==> config.mk <==
export PLATFORM = sky130hd
export DESIGN_NAME = mesh_geometry_stream_parser_unit
export DESIGN_NICKNAME = d
export VERILOG_FILES = /design/src/hdl/mgsp_pkg.sv /design/src/hdl/mgsp_queue.sv /design/src/hdl/mgsp_core.sv /design/src/hdl/mesh_geometry_stream_parser_unit.sv
export SDC_FILE = /design/constraint.sdc
export NUM_CORES = 1
export LEC_CHECK = 0
export BUFFER_PORTS_ARGS = -buffer_cell sky130_fd_sc_hd__buf_4
export CORE_ASPECT_RATIO = 0.7
export CORE_MARGIN = 2
export CORE_UTILIZATION = 60
export DETAILED_ROUTE_END_ITERATION = 8
export GPL_ROUTABILITY_DRIVEN = 1
export PLACE_DENSITY = 0.85
export SETUP_SLACK_MARGIN = 0.3
export SLEW_MARGIN = 25
export SYNTH_ARGS = -nofsm -noshare
export SYNTH_HDL_FRONTEND = slang
export SYNTH_SLANG_ARGS = --single-unit
==> constraint.sdc <==
create_clock -name clk -period 8 [get_ports clk]
set_input_delay 0.4 -clock clk [delete_from_list [all_inputs] [get_ports clk]]
set_output_delay 0.4 -clock clk [all_outputs]
set_load 0.1 [all_outputs]
==> src/hdl/mgsp_pkg.sv <==
// ----------------------------------------------------------------------------
// mgsp_pkg
// Types and constants shared by the mesh geometry stream parser modules.
// ----------------------------------------------------------------------------
package mgsp_pkg;

  localparam logic [31:0] MAGIC_RESET = 32'h4247_3031;

  // option flag bits
  localparam int unsigned OPT_TEXCOORD = 0;
  localparam int unsigned OPT_NORMAL   = 1;
  localparam int unsigned OPT_EXTRA    = 2;
  localparam int unsigned OPT_TAG      = 3;
  localparam int unsigned OPT_SKIN_IDX = 4;
  localparam int unsigned OPT_SKIN_WGT = 5;

  // section codes
  localparam logic [4:0] SEC_HEADER    = 5'd0;
  localparam logic [4:0] SEC_POSITION  = 5'd1;
  localparam logic [4:0] SEC_NORMAL    = 5'd2;
  localparam logic [4:0] SEC_TEXCOORD  = 5'd3;
  localparam logic [4:0] SEC_INDEX     = 5'd4;
  localparam logic [4:0] SEC_SKIN_CNT  = 5'd5;
  localparam logic [4:0] SEC_SKIN_GRP  = 5'd6;
  localparam logic [4:0] SEC_SKIN_MAP  = 5'd7;
  localparam logic [4:0] SEC_WGT_CNT   = 5'd8;
  localparam logic [4:0] SEC_WGT_DATA  = 5'd9;
  localparam logic [4:0] SEC_WGT_MAP   = 5'd10;
  localparam logic [4:0] SEC_EXTRA_LEN = 5'd11;
  localparam logic [4:0] SEC_EXTRA_DAT = 5'd12;
  localparam logic [4:0] SEC_EXTRA_MAP = 5'd13;
  localparam logic [4:0] SEC_TAG_WORD  = 5'd14;
  localparam logic [4:0] SEC_TAG_LEN   = 5'd15;
  localparam logic [4:0] SEC_TAG_BYTES = 5'd16;

  // status codes
  localparam logic [1:0] ST_OK        = 2'd0;
  localparam logic [1:0] ST_BAD_MAGIC = 2'd1;
  localparam logic [1:0] ST_EARLY_END = 2'd2;

  typedef struct packed {
    logic [7:0] data_byte;
    logic       first_byte;
    logic       last_byte;
  } in_word_t;

  typedef struct packed {
    logic [4:0]  section;
    logic [31:0] element_index;
    logic [1:0]  component;
    logic [31:0] field_value;
    logic [1:0]  status;
    logic        file_done;
  } out_word_t;

endpackage

==> src/hdl/mgsp_queue.sv <==
// ----------------------------------------------------------------------------
// mgsp_queue
// Two-entry input queue; decouples byte intake from the parser core.
// ----------------------------------------------------------------------------
module mgsp_queue (
  input  logic               clk,
  input  logic               rst,
  input  logic               in_valid,
  output logic               in_ready,
  input  mgsp_pkg::in_word_t in_data,
  output logic               q_valid,
  input  logic               q_ready,
  output mgsp_pkg::in_word_t q_data
);

  mgsp_pkg::in_word_t mem [2];
  logic       wr_ptr;
  logic       rd_ptr;
  logic [1:0] fill;
  logic       push;
  logic       pop;

  assign in_ready = (fill != 2'd2);
  assign q_valid  = (fill != 2'd0);
  assign q_data   = mem[rd_ptr];
  assign push     = in_valid && in_ready;
  assign pop      = q_valid && q_ready;

  // store incoming word
  always_ff @(posedge clk) begin
    if (push) begin
      mem[wr_ptr] <= in_data;
    end
  end

  // advance pointers and fill level
  always_ff @(posedge clk) begin
    if (rst) begin
      wr_ptr <= 1'b0;
      rd_ptr <= 1'b0;
      fill   <= 2'd0;
    end else begin
      if (push) wr_ptr <= ~wr_ptr;
      if (pop)  rd_ptr <= ~rd_ptr;
      case ({push, pop})
        2'b10:   fill <= fill + 2'd1;
        2'b01:   fill <= fill - 2'd1;
        default: fill <= fill;
      endcase
    end
  end

  assert property (@(posedge clk) disable iff (rst) fill <= 2'd2)
    else $error("queue overfilled");
  assert property (@(posedge clk) disable iff (rst)
    (fill == 2'd0) |-> !pop)
    else $error("pop from empty queue");
  assert property (@(posedge clk) disable iff (rst)
    (push && !pop) |=> (fill != 2'd0))
    else $error("push lost");

endmodule

==> src/hdl/mgsp_core.sv <==
// ----------------------------------------------------------------------------
// mgsp_core
// Parser back end: word assembly, header decode, section walk, output register.
// ----------------------------------------------------------------------------
module mgsp_core #(
  parameter int unsigned COUNT_BITS = 32
) (
  input  logic                clk,
  input  logic                rst,
  input  logic [31:0]         magic_word,
  input  logic                q_valid,
  output logic                q_ready,
  input  mgsp_pkg::in_word_t  q_data,
  output logic                out_valid,
  input  logic                out_ready,
  output mgsp_pkg::out_word_t out_data
);

  typedef struct packed {
    logic       done;
    logic [4:0] sec;
  } enter_t;

  // parser state
  logic [4:0]            phase;
  logic [1:0]            byte_pos;
  logic [23:0]           word_asm;
  logic [COUNT_BITS-1:0] vtx_total;
  logic [COUNT_BITS-1:0] idx_total;
  logic [5:0]            opt_flags;
  logic [COUNT_BITS-1:0] elem_cnt;
  logic [1:0]            comp_cnt;
  logic [COUNT_BITS-1:0] blk_len;
  logic                  finished;

  logic [4:0]            phase_next;
  logic [1:0]            byte_pos_next;
  logic [23:0]           word_asm_next;
  logic [COUNT_BITS-1:0] vtx_total_next;
  logic [COUNT_BITS-1:0] idx_total_next;
  logic [5:0]            opt_flags_next;
  logic [COUNT_BITS-1:0] elem_cnt_next;
  logic [1:0]            comp_cnt_next;
  logic [COUNT_BITS-1:0] blk_len_next;
  logic                  finished_next;

  logic                  take;
  logic                  res_valid;
  mgsp_pkg::out_word_t   res;

  // section has elements, given its flags and counts
  function automatic logic sec_live(input logic [4:0] s, input logic [5:0] f,
                                    input logic vz, input logic iz,
                                    input logic bz);
    logic r;
    begin
      case (s)
        mgsp_pkg::SEC_POSITION:  r = !vz;
        mgsp_pkg::SEC_NORMAL:    r = f[mgsp_pkg::OPT_NORMAL] && !vz;
        mgsp_pkg::SEC_TEXCOORD:  r = f[mgsp_pkg::OPT_TEXCOORD] && !vz;
        mgsp_pkg::SEC_INDEX:     r = !iz;
        mgsp_pkg::SEC_SKIN_CNT:  r = f[mgsp_pkg::OPT_SKIN_IDX];
        mgsp_pkg::SEC_SKIN_GRP:  r = f[mgsp_pkg::OPT_SKIN_IDX] && !bz;
        mgsp_pkg::SEC_SKIN_MAP:  r = f[mgsp_pkg::OPT_SKIN_IDX] && !iz;
        mgsp_pkg::SEC_WGT_CNT:   r = f[mgsp_pkg::OPT_SKIN_WGT];
        mgsp_pkg::SEC_WGT_DATA:  r = f[mgsp_pkg::OPT_SKIN_WGT] && !bz;
        mgsp_pkg::SEC_WGT_MAP:   r = f[mgsp_pkg::OPT_SKIN_WGT] && !iz;
        mgsp_pkg::SEC_EXTRA_LEN: r = f[mgsp_pkg::OPT_EXTRA];
        mgsp_pkg::SEC_EXTRA_DAT: r = f[mgsp_pkg::OPT_EXTRA] && !bz;
        mgsp_pkg::SEC_EXTRA_MAP: r = f[mgsp_pkg::OPT_EXTRA] && !vz;
        mgsp_pkg::SEC_TAG_WORD:  r = f[mgsp_pkg::OPT_TAG];
        mgsp_pkg::SEC_TAG_LEN:   r = f[mgsp_pkg::OPT_TAG];
        mgsp_pkg::SEC_TAG_BYTES: r = f[mgsp_pkg::OPT_TAG] && !bz;
        default:                 r = 1'b0;
      endcase
      return r;
    end
  endfunction

  // first live section at or after start; done when none is left
  function automatic enter_t find_sec(input logic [4:0] start, input logic [5:0] f,
                                      input logic vz, input logic iz,
                                      input logic bz);
    enter_t r;
    begin
      r.done = 1'b1;
      r.sec  = mgsp_pkg::SEC_HEADER;
      for (int k = 16; k >= 1; k--) begin
        if (5'(k) >= start && sec_live(5'(k), f, vz, iz, bz)) begin
          r.done = 1'b0;
          r.sec  = 5'(k);
        end
      end
      return r;
    end
  endfunction

  function automatic logic [1:0] comps_of(input logic [4:0] s);
    logic [1:0] r;
    begin
      case (s)
        mgsp_pkg::SEC_POSITION, mgsp_pkg::SEC_NORMAL, mgsp_pkg::SEC_WGT_DATA: r = 2'd3;
        mgsp_pkg::SEC_TEXCOORD: r = 2'd2;
        default:                r = 2'd1;
      endcase
      return r;
    end
  endfunction

  assign take    = q_valid && q_ready;
  assign q_ready = !out_valid || out_ready;

  // step one byte through the parser
  always_comb begin
    logic [4:0]            c_phase;
    logic [1:0]            c_bp;
    logic [23:0]           c_wa;
    logic [COUNT_BITS-1:0] c_vt;
    logic [COUNT_BITS-1:0] c_it;
    logic [5:0]            c_fl;
    logic [COUNT_BITS-1:0] c_ec;
    logic [1:0]            c_cc;
    logic [COUNT_BITS-1:0] c_bl;
    logic                  c_fin;
    logic                  payload;
    logic                  have;
    logic                  last;
    logic                  done;
    logic [31:0]           val;
    logic [COUNT_BITS-1:0] ec_inc;
    logic [1:0]            cc_inc;
    logic [COUNT_BITS-1:0] elems;
    logic [COUNT_BITS-1:0] bl_new;
    enter_t                ent;

    // restart on first byte
    if (q_data.first_byte) begin
      c_phase = mgsp_pkg::SEC_HEADER; c_bp = '0; c_wa = '0; c_vt = '0; c_it = '0;
      c_fl = '0; c_ec = '0; c_cc = '0; c_bl = '0; c_fin = 1'b0;
    end else begin
      c_phase = phase; c_bp = byte_pos; c_wa = word_asm; c_vt = vtx_total;
      c_it = idx_total; c_fl = opt_flags; c_ec = elem_cnt; c_cc = comp_cnt;
      c_bl = blk_len; c_fin = finished;
    end

    phase_next = c_phase; byte_pos_next = c_bp; word_asm_next = c_wa;
    vtx_total_next = c_vt; idx_total_next = c_it; opt_flags_next = c_fl;
    elem_cnt_next = c_ec; comp_cnt_next = c_cc; blk_len_next = c_bl;
    finished_next = c_fin;
    res_valid = 1'b0;
    res = '0;
    last = q_data.last_byte;
    done = 1'b0;
    ent = '0;
    elems = '0;
    bl_new = c_bl;
    ec_inc = c_ec + COUNT_BITS'(1);
    cc_inc = c_cc + 2'd1;

    payload = (c_phase == mgsp_pkg::SEC_EXTRA_DAT) || (c_phase == mgsp_pkg::SEC_TAG_BYTES);
    have = payload || (c_bp == 2'd3);
    val = payload ? {24'd0, q_data.data_byte} : {q_data.data_byte, c_wa};

    if (!c_fin) begin
      // gather bytes into a word
      if (!payload) begin
        if (c_bp == 2'd3) begin
          byte_pos_next = 2'd0;
          word_asm_next = '0;
        end else begin
          byte_pos_next = c_bp + 2'd1;
          case (c_bp)
            2'd0:    word_asm_next[7:0]   = q_data.data_byte;
            2'd1:    word_asm_next[15:8]  = q_data.data_byte;
            default: word_asm_next[23:16] = q_data.data_byte;
          endcase
        end
      end

      if (!have) begin
        // early end inside a word
        if (last) begin
          res_valid = 1'b1;
          res.status = mgsp_pkg::ST_EARLY_END;
          finished_next = 1'b1;
          if (c_phase == mgsp_pkg::SEC_HEADER) begin
            res.section = mgsp_pkg::SEC_HEADER;
            res.component = (c_ec != '0) ? 2'(c_ec - COUNT_BITS'(1)) : 2'd0;
          end else begin
            res.section = c_phase;
            res.element_index = 32'(c_ec);
            res.component = c_cc;
          end
        end
      end else if (c_phase == mgsp_pkg::SEC_HEADER && c_ec == '0) begin
        // magic check
        if (val != magic_word) begin
          res_valid = 1'b1;
          res.field_value = val;
          res.status = mgsp_pkg::ST_BAD_MAGIC;
          finished_next = 1'b1;
        end else begin
          elem_cnt_next = COUNT_BITS'(1);
          if (last) begin
            res_valid = 1'b1;
            res.status = mgsp_pkg::ST_EARLY_END;
            finished_next = 1'b1;
          end
        end
      end else begin
        res_valid = 1'b1;
        res.field_value = val;
        if (c_phase == mgsp_pkg::SEC_HEADER) begin
          // header counts and options
          res.section = mgsp_pkg::SEC_HEADER;
          res.component = 2'(c_ec - COUNT_BITS'(1));
          if (c_ec == COUNT_BITS'(1)) begin
            vtx_total_next = val[COUNT_BITS-1:0];
            elem_cnt_next = ec_inc;
          end else if (c_ec == COUNT_BITS'(2)) begin
            idx_total_next = val[COUNT_BITS-1:0];
            elem_cnt_next = ec_inc;
          end else begin
            opt_flags_next = val[5:0];
            ent = find_sec(mgsp_pkg::SEC_POSITION, val[5:0], c_vt == '0, c_it == '0,
                           c_bl == '0);
            done = ent.done;
          end
        end else begin
          // section field
          res.section = c_phase;
          res.element_index = 32'(c_ec);
          res.component = c_cc;
          comp_cnt_next = cc_inc;
          case (c_phase)
            mgsp_pkg::SEC_POSITION, mgsp_pkg::SEC_NORMAL, mgsp_pkg::SEC_TEXCOORD,
            mgsp_pkg::SEC_EXTRA_MAP: elems = c_vt;
            mgsp_pkg::SEC_INDEX, mgsp_pkg::SEC_SKIN_MAP, mgsp_pkg::SEC_WGT_MAP:
              elems = c_it;
            mgsp_pkg::SEC_SKIN_GRP, mgsp_pkg::SEC_WGT_DATA, mgsp_pkg::SEC_EXTRA_DAT,
            mgsp_pkg::SEC_TAG_BYTES: elems = c_bl;
            default: elems = COUNT_BITS'(1);
          endcase
          if (cc_inc == comps_of(c_phase)) begin
            comp_cnt_next = 2'd0;
            elem_cnt_next = ec_inc;
            if (ec_inc == elems) begin
              if (c_phase == mgsp_pkg::SEC_SKIN_CNT || c_phase == mgsp_pkg::SEC_WGT_CNT ||
                  c_phase == mgsp_pkg::SEC_EXTRA_LEN || c_phase == mgsp_pkg::SEC_TAG_LEN) begin
                bl_new = val[COUNT_BITS-1:0];
              end
              blk_len_next = bl_new;
              ent = find_sec(c_phase + 5'd1, c_fl, c_vt == '0, c_it == '0, bl_new == '0);
              done = ent.done;
            end
          end
        end
        // leave for the next section or finish
        if ((c_phase == mgsp_pkg::SEC_HEADER && c_ec == COUNT_BITS'(3)) ||
            (c_phase != mgsp_pkg::SEC_HEADER && cc_inc == comps_of(c_phase) &&
             ec_inc == elems)) begin
          elem_cnt_next = '0;
          comp_cnt_next = 2'd0;
          phase_next = ent.sec;
          if (ent.done) finished_next = 1'b1;
        end
        if (!done && last) begin
          res.status = mgsp_pkg::ST_EARLY_END;
          finished_next = 1'b1;
        end else begin
          res.status = mgsp_pkg::ST_OK;
          res.file_done = done;
        end
      end
    end
  end

  // hold parser state
  always_ff @(posedge clk) begin
    if (rst) begin
      phase     <= mgsp_pkg::SEC_HEADER;
      byte_pos  <= '0;
      word_asm  <= '0;
      vtx_total <= '0;
      idx_total <= '0;
      opt_flags <= '0;
      elem_cnt  <= '0;
      comp_cnt  <= '0;
      blk_len   <= '0;
      finished  <= 1'b0;
    end else if (take) begin
      phase     <= phase_next;
      byte_pos  <= byte_pos_next;
      word_asm  <= word_asm_next;
      vtx_total <= vtx_total_next;
      idx_total <= idx_total_next;
      opt_flags <= opt_flags_next;
      elem_cnt  <= elem_cnt_next;
      comp_cnt  <= comp_cnt_next;
      blk_len   <= blk_len_next;
      finished  <= finished_next;
    end
  end

  // output register
  always_ff @(posedge clk) begin
    if (rst) begin
      out_valid <= 1'b0;
    end else if (take && res_valid) begin
      out_valid <= 1'b1;
    end else if (out_ready) begin
      out_valid <= 1'b0;
    end
  end

  always_ff @(posedge clk) begin
    if (take && res_valid) begin
      out_data <= res;
    end
  end

  assert property (@(posedge clk) disable iff (rst)
    (out_valid && out_data.status != mgsp_pkg::ST_OK) |-> !out_data.file_done)
    else $error("file_done with error status");
  assert property (@(posedge clk) disable iff (rst)
    (byte_pos != 2'd0) |->
      (phase != mgsp_pkg::SEC_EXTRA_DAT && phase != mgsp_pkg::SEC_TAG_BYTES))
    else $error("partial word in byte section");
  assert property (@(posedge clk) disable iff (rst)
    (out_valid && !out_ready) |-> !q_ready)
    else $error("core took a byte with a stalled result");
  assert property (@(posedge clk) disable iff (rst)
    (take && !q_data.first_byte && finished) |=> !finished || $stable(phase))
    else $error("finished parser changed section");

endmodule

==> src/hdl/mesh_geometry_stream_parser_unit.sv <==
// Path: an accepted byte passes the two-entry queue and the core, and its result
// is registered in the output register. Throughput: one byte per cycle unless a
// result is stalled at out_ready; the core stops and a full queue drops in_ready.
// Reset: synchronous rst clears the queue, the parser state and the output
// valid; magic_word returns to its reset value.
// ----------------------------------------------------------------------------
// mesh_geometry_stream_parser_unit
// Byte-stream parser for mesh geometry files with tagged field output.
// ----------------------------------------------------------------------------
module mesh_geometry_stream_parser_unit #(
  parameter int unsigned COUNT_BITS = 32
) (
  input  logic                clk,
  input  logic                rst,
  input  logic                cfg_we,
  input  logic [31:0]         cfg_wdata,
  input  logic                in_valid,
  output logic                in_ready,
  input  mgsp_pkg::in_word_t  in_data,
  output logic                out_valid,
  input  logic                out_ready,
  output mgsp_pkg::out_word_t out_data
);

  logic               q_valid;
  logic               q_ready;
  mgsp_pkg::in_word_t q_data;
  logic [31:0]        magic_word;

  // hold expected magic word
  always_ff @(posedge clk) begin
    if (rst) begin
      magic_word <= mgsp_pkg::MAGIC_RESET;
    end else if (cfg_we) begin
      magic_word <= cfg_wdata;
    end
  end

  mgsp_queue u_queue (
    .clk      (clk),
    .rst      (rst),
    .in_valid (in_valid),
    .in_ready (in_ready),
    .in_data  (in_data),
    .q_valid  (q_valid),
    .q_ready  (q_ready),
    .q_data   (q_data)
  );

  mgsp_core #(
    .COUNT_BITS (COUNT_BITS)
  ) u_core (
    .clk        (clk),
    .rst        (rst),
    .magic_word (magic_word),
    .q_valid    (q_valid),
    .q_ready    (q_ready),
    .q_data     (q_data),
    .out_valid  (out_valid),
    .out_ready  (out_ready),
    .out_data   (out_data)
  );

endmodule
After elaboration in Yosys (flattened, before gate mapping) --
Memories as Yosys holds them, arrays and structs flattened. A register that Yosys moved wholly into a read port is not among the register bits. Cells that the tools add are included.
Storage, ports and cells: flip-flop bits (word level) 279, memory bits (writable) 20, output and inout bits 76, memories 1
Cells by class: add/subtract/negate cells 7, order comparisons 16, eq/ne operators 28, multiplexer cells 345, bitwise gates (word level) 3, reduce and logical (&&, ||, !) cells 74
Memory list:
- u_queue.mem | words 2, width 10, rd ports 1, clocked after Yosys merged registers in 1, wr ports 1, RTL line mgsp_queue.sv:16 | mgsp_pkg::in_word_t mem [2];
Operators by type and width (count):
- 32-bit two-way mux | 48
- 6-bit two-way mux | 46
- 1-bit two-way mux | 206
- 32-bit zero test | 5
- 39-bit two-way mux | 3
- 24-bit two-way mux | 4
- 32-bit one-hot mux with 3 select lines | 1
- 32-bit by 2-bit equality test with 1-bit output (second input constant) | 2
- 32-bit equality test | 2
- 2-bit two-way mux | 25
- 1-bit logical AND | 42
- 4-bit by 5-bit >= comparator with 1-bit output (first input constant) | 8
- 5-bit by 4-bit equality test with 1-bit output (second input constant) | 7
- 34-bit two-way mux | 1
- 32-bit by 1-bit adder with 32-bit output (second input constant) | 1
- 32-bit by 1-bit equality test with 1-bit output (second input constant) | 1
- 32-bit != test | 1
- 32-bit nonzero test | 1
- 5-bit two-way mux | 6
- 8-bit two-way mux | 3
- 5-bit by 3-bit equality test with 1-bit output (second input constant) | 4
- 3-bit by 5-bit >= comparator with 1-bit output (first input constant) | 4
- 4-bit OR reduction | 3
- 5-bit by 2-bit equality test with 1-bit output (second input constant) | 2
- 22 further kinds | 47

Longest topological paths before layout --
depth after elaboration 53, mapped depth 29, depth with buffers taken out 17

By module --
Synthesis repeated with hierarchy kept, for this count alone.
Unflattened totals: cells, all modules 1760, area, all modules 15866.5 µm²
Modules (own cells, without submodules):
- mgsp_core | times used 1, cells each 1602, area each 13753.2 µm², sequential area each 5605.4 µm²
- mesh_geometry_stream_parser_unit | times used 1, cells each 103, area each 1172.4 µm², sequential area each 640.6 µm²
- mgsp_queue | times used 1, cells each 55, area each 940.9 µm², sequential area each 700.7 µm²

Least setup slack after synthesis --
No wires, ideal clock.
path type reg-to-reg, from register with a tool-made name, to register, netlist name u_core.out_data[0], library setup time 585 ps, data arrival time 6520 ps, path slack 894 ps, stages on the path, launching flop included 25, buffers on the path 12, cell sequence dfxtp_1 buf_6 mux2i_1 buf_2 buf_1 buf_2 clkbuf_1 clkbuf_1 clkbuf_1 clkbuf_1 buf_1 nand2_1 ha_1 clkbuf_1 o21a_1 clkbuf_1 buf_1 a211oi_1 xnor2_1 nand4_1 or4_1 o22ai_1 nand2_1 nand2_1 inv_1

==> flow_metrics.env <==
export IMPL_power_internal_w=0.00307
export IMPL_clock_sinks=300
export IMPL_grt_pass1_vias=14127
export IMPL_hold_buffers=0
export IMPL_path_common_cell="a22o_1"
export IMPL_multi_input_area_um2=8090
export IMPL_clock_latency_ns=0.57
export IMPL_p_seq_share_pct=34.7
export IMPL_drv_cap=0
export IMPL_crit_path_start_kind="flip-flop"
export IMPL_grt_use_met2_pct=56.3
export IMPL_crit_fanout=19
export IMPL_drive_above_1_share_pct=14.0
export IMPL_place_congestion=1.07
export IMPL_ys_ff_latch=300
export IMPL_clockBufferDepth=3
export IMPL_r2r_slack_ns=1.21
export IMPL_grt_busiest_layer="met1"
export IMPL_final_common_cell="nor2_1"
export IMPL_initial_core_util_pct=61.0
export IMPL_synthArstFlopShare_pct=0
export IMPL_finClkSkew_ns=0.0188
export IMPL_gr_total_overflow=0
export IMPL_hold_class="in2reg"
export IMPL_route_detailed_drc=0
export IMPL_register_area_um2=6950
export IMPL_antenna_found_initial=3
export IMPL_vias=15541
export IMPL_clk_pin_slew_ns=0.07
export IMPL_synth_cell_type_count=84
export IMPL_hold_violations=0
export IMPL_layout_min_cycle_time_ns=6.79
export IMPL_cts_buffers=29
export IMPL_finalSetupViolations=0
export IMPL_power_frac_clock_pct=26.4
export IMPL_coreArea_um2=25600
export IMPL_fmax_mhz=147
export IMPL_leakage_nw=6.35
export IMPL_num_rows=49
export IMPL_power_switching_share_pct=44.4
export IMPL_grtUsageMet3_pct=17.0
export IMPL_antenna_cells=0
export IMPL_placed_cell_area_um2=16800
export IMPL_endpoint_kind="flip-flop"
export IMPL_synth_flop_cell="dfxtp_1"
export IMPL_peakVddDrop_uv=338
export IMPL_layout_common_cells="nor2_1, dfxtp_1, buf_4"
export IMPL_cts_resized=0
export IMPL_slew_viol_final=0
export IMPL_synth_cells=1757
export IMPL_grt_pass1_wl_mm=88.3
export IMPL_use_met1_pct=62.4
export IMPL_area_delta_synth_final_pct=13.7
export IMPL_tns_ns=0
export IMPL_synth_edf_count=94
export IMPL_via_per_inst=7.16
export IMPL_dp_hpwl_mm=42.2
export IMPL_cts_tree="built"
export IMPL_rsz0062_at_grt="no"
export IMPL_critPathRequiredTime_ns=8.49
export IMPL_grt_max_degree=99
export IMPL_synth_fp_nets=1818
export IMPL_n_fill_cell=2014
export IMPL_drt_wirelength_per_cell_um=27.2
export IMPL_pwr_density_cell_nw_per_um2=311
export IMPL_power_net_switching_w=0.00245
export IMPL_cts_root_buf="clkbuf_16"
export IMPL_worstSetupPathType="reg2reg"
export IMPL_syn_area_um2=15600
export IMPL_port_buffers=122
export IMPL_ys_seq_area_share_pct=44.4
export IMPL_final_nets=1880
export IMPL_path_cells="mux2i_4 -> nand2_1 -> inv_1 -> ha_1 -> or2_2 -> a22o_1 -> and2_1 -> a22o_1 -> a211oi_1 -> nor4b_1 -> nand4_1 -> or4_4 -> or2_1 -> or4_1 -> o2bb2ai_1"
export IMPL_dieHeight_um=139
export IMPL_dr_first_iter_drc_count=2630
export IMPL_cts_setup_buffers=0
export IMPL_first_pass_iters=6
export IMPL_yosys_warnings=0
export IMPL_status="finished, final reports clean"
export IMPL_die_area_um2=27400
export IMPL_slowest_stage="or4_1"
export IMPL_finalInstanceArea_um2=17800
export IMPL_slowest_delay_ns=0.93
export IMPL_io_pins=123
export IMPL_wl_mm=59.0
export IMPL_syn_area_per_cell_um2=8.90
export IMPL_tightest_slew_ns=1.20
export IMPL_fin_crit_sh_pct=84.9
export IMPL_antenna_left=0
export IMPL_grt_util_all_layers_pct=42.3
export IMPL_max_slew_margin_pct=19.2
export IMPL_cts_max_level=1
export IMPL_pwr_share_comb_pct=38.9
export IMPL_critPathArrivalTime_ns=7.28
export IMPL_die_x_um=197
state kept, by name, summed over array words and instances (netlist names), named ones only:
| register | flops |
|---|---|
| u_queue.wr_ptr | 1 |
| magic_word | 32 |
| u_core.vtx_total | 32 |
| u_core.word_asm | 24 |
| u_core.finished | 1 |
| u_queue.mem | 20 |
| u_core.idx_total | 32 |
| u_core.phase | 5 |
| u_core.comp_cnt | 2 |
| u_core.out_data | 74 |
| u_core.blk_len | 32 |
| u_queue.rd_ptr | 1 |
| u_queue.fill | 2 |
| u_core.out_valid | 1 |
| u_core.byte_pos | 2 |
| u_core.elem_cnt | 32 |
| u_core.opt_flags | 6 |
final timing paths:
check | start | end | depth (start not counted)
hold reg to reg | u_core.phase[1] | u_core.phase[1] | 2
setup reg to reg | flip-flop | u_core.blk_len[16] | 15
setup / recovery | flip-flop | u_core.blk_len[16] | 15
hold / removal | in_data[5] | u_queue.mem[1][5] | 1
area by class of cell:
cell class / instances / area share [%]
Multi-Input combinational cell: 1291 / 45.5
Inverter: 36 / 0.767
Clock buffer: 35 / 4.49
Tap cell: 331 / 2.33
Timing Repair Buffer: 161 / 6.79
Clock inverter: 18 / 1.10
Sequential cell: 300 / 39.0
stage by stage:
step	utilization [%]	worst slack, ns	cells	hold WS (ns)	power [W]
2_1_floorplan	-	0.894	1757	0.455	0.00337
3_3_place_gp	65.4	1.60	2119	0.477	0.00396
3_5_place_dp	65.5	1.39	2119	0.482	0.00400
4_1_cts	69.4	1.36	2172	0.00559	0.00544
5_1_grt	69.4	0.884	2172	0.00725	0.00565
6_report	69.4	1.21	2172	0.0137	0.00553
metal layers:
metal | up-vias | wire [um]
met2 | 1322 | 23400
met1 | 7335 | 23700
met4 | 6 | 1660
met5 | - | 104
met3 | 178 | 10200
li1 | 6700 | -
synth_stat cells (10+ instances only):
library cell | n | area, um2
o22ai_1 | 16 | 100
nand4_1 | 33 | 206
and3_1 | 15 | 93.8
a22oi_1 | 76 | 571
a32oi_1 | 45 | 394
o2bb2ai_1 | 16 | 140
nor4_1 | 47 | 294
nand3_1 | 38 | 190
nor3_1 | 49 | 245
dfxtp_1 | 206 | 4120
xnor2_1 | 52 | 455
o2bb2ai_2 | 10 | 150
o21ai_0 | 65 | 325
buf_2 | 11 | 55.1
inv_1 | 35 | 131
a21oi_1 | 62 | 310
a21o_1 | 10 | 75.1
nor2_1 | 254 | 953
mux2i_1 | 44 | 440
nand2_1 | 153 | 574
ha_1 | 14 | 175
clkbuf_1 | 106 | 398
a31oi_1 | 25 | 156
edfxtp_1 | 94 | 2820
a22o_1 | 23 | 201
xor2_1 | 19 | 166
or4_1 | 13 | 97.6
and2_1 | 30 | 188
power by group through the flow:
| stage | Sequential, W | Clock, W | Combinational [W] |
|---|---|---|---|
| after floorplan | 0.00255 | 0 | 0.000817 |
| after global placement | 0.00193 | 0 | 0.00203 |
| after detailed placement | 0.00194 | 0 | 0.00206 |
| after CTS | 0.00191 | 0.00146 | 0.00207 |
| after global routing | 0.00193 | 0.00152 | 0.00220 |
| final | 0.00192 | 0.00146 | 0.00215 |
logic make-up after synthesis:
| logic type | synth area share (%) |
|---|---|
| AOI/OAI and AO/OA | 21.4 |
| xor gates and xnor gates | 3.98 |
| buffers and inverters | 4.21 |
| and+or+nand+nor | 21.4 |
| muxes | 3.56 |
| DFF | 44.4 |
| adders and majority gates | 1.12 |
critical path: cells and delay by family (launching register included):
kind,cells,cell delay [ns]
muxes,1,0.80
AOI/OAI and AO/OA,4,1.29
buffers and inverters,1,0.16
adders and majority gates,1,0.36
DFF,1,0.90
and+or+nand+nor,8,3.15
No activity file was read; power rests on OpenSTA's default activity.
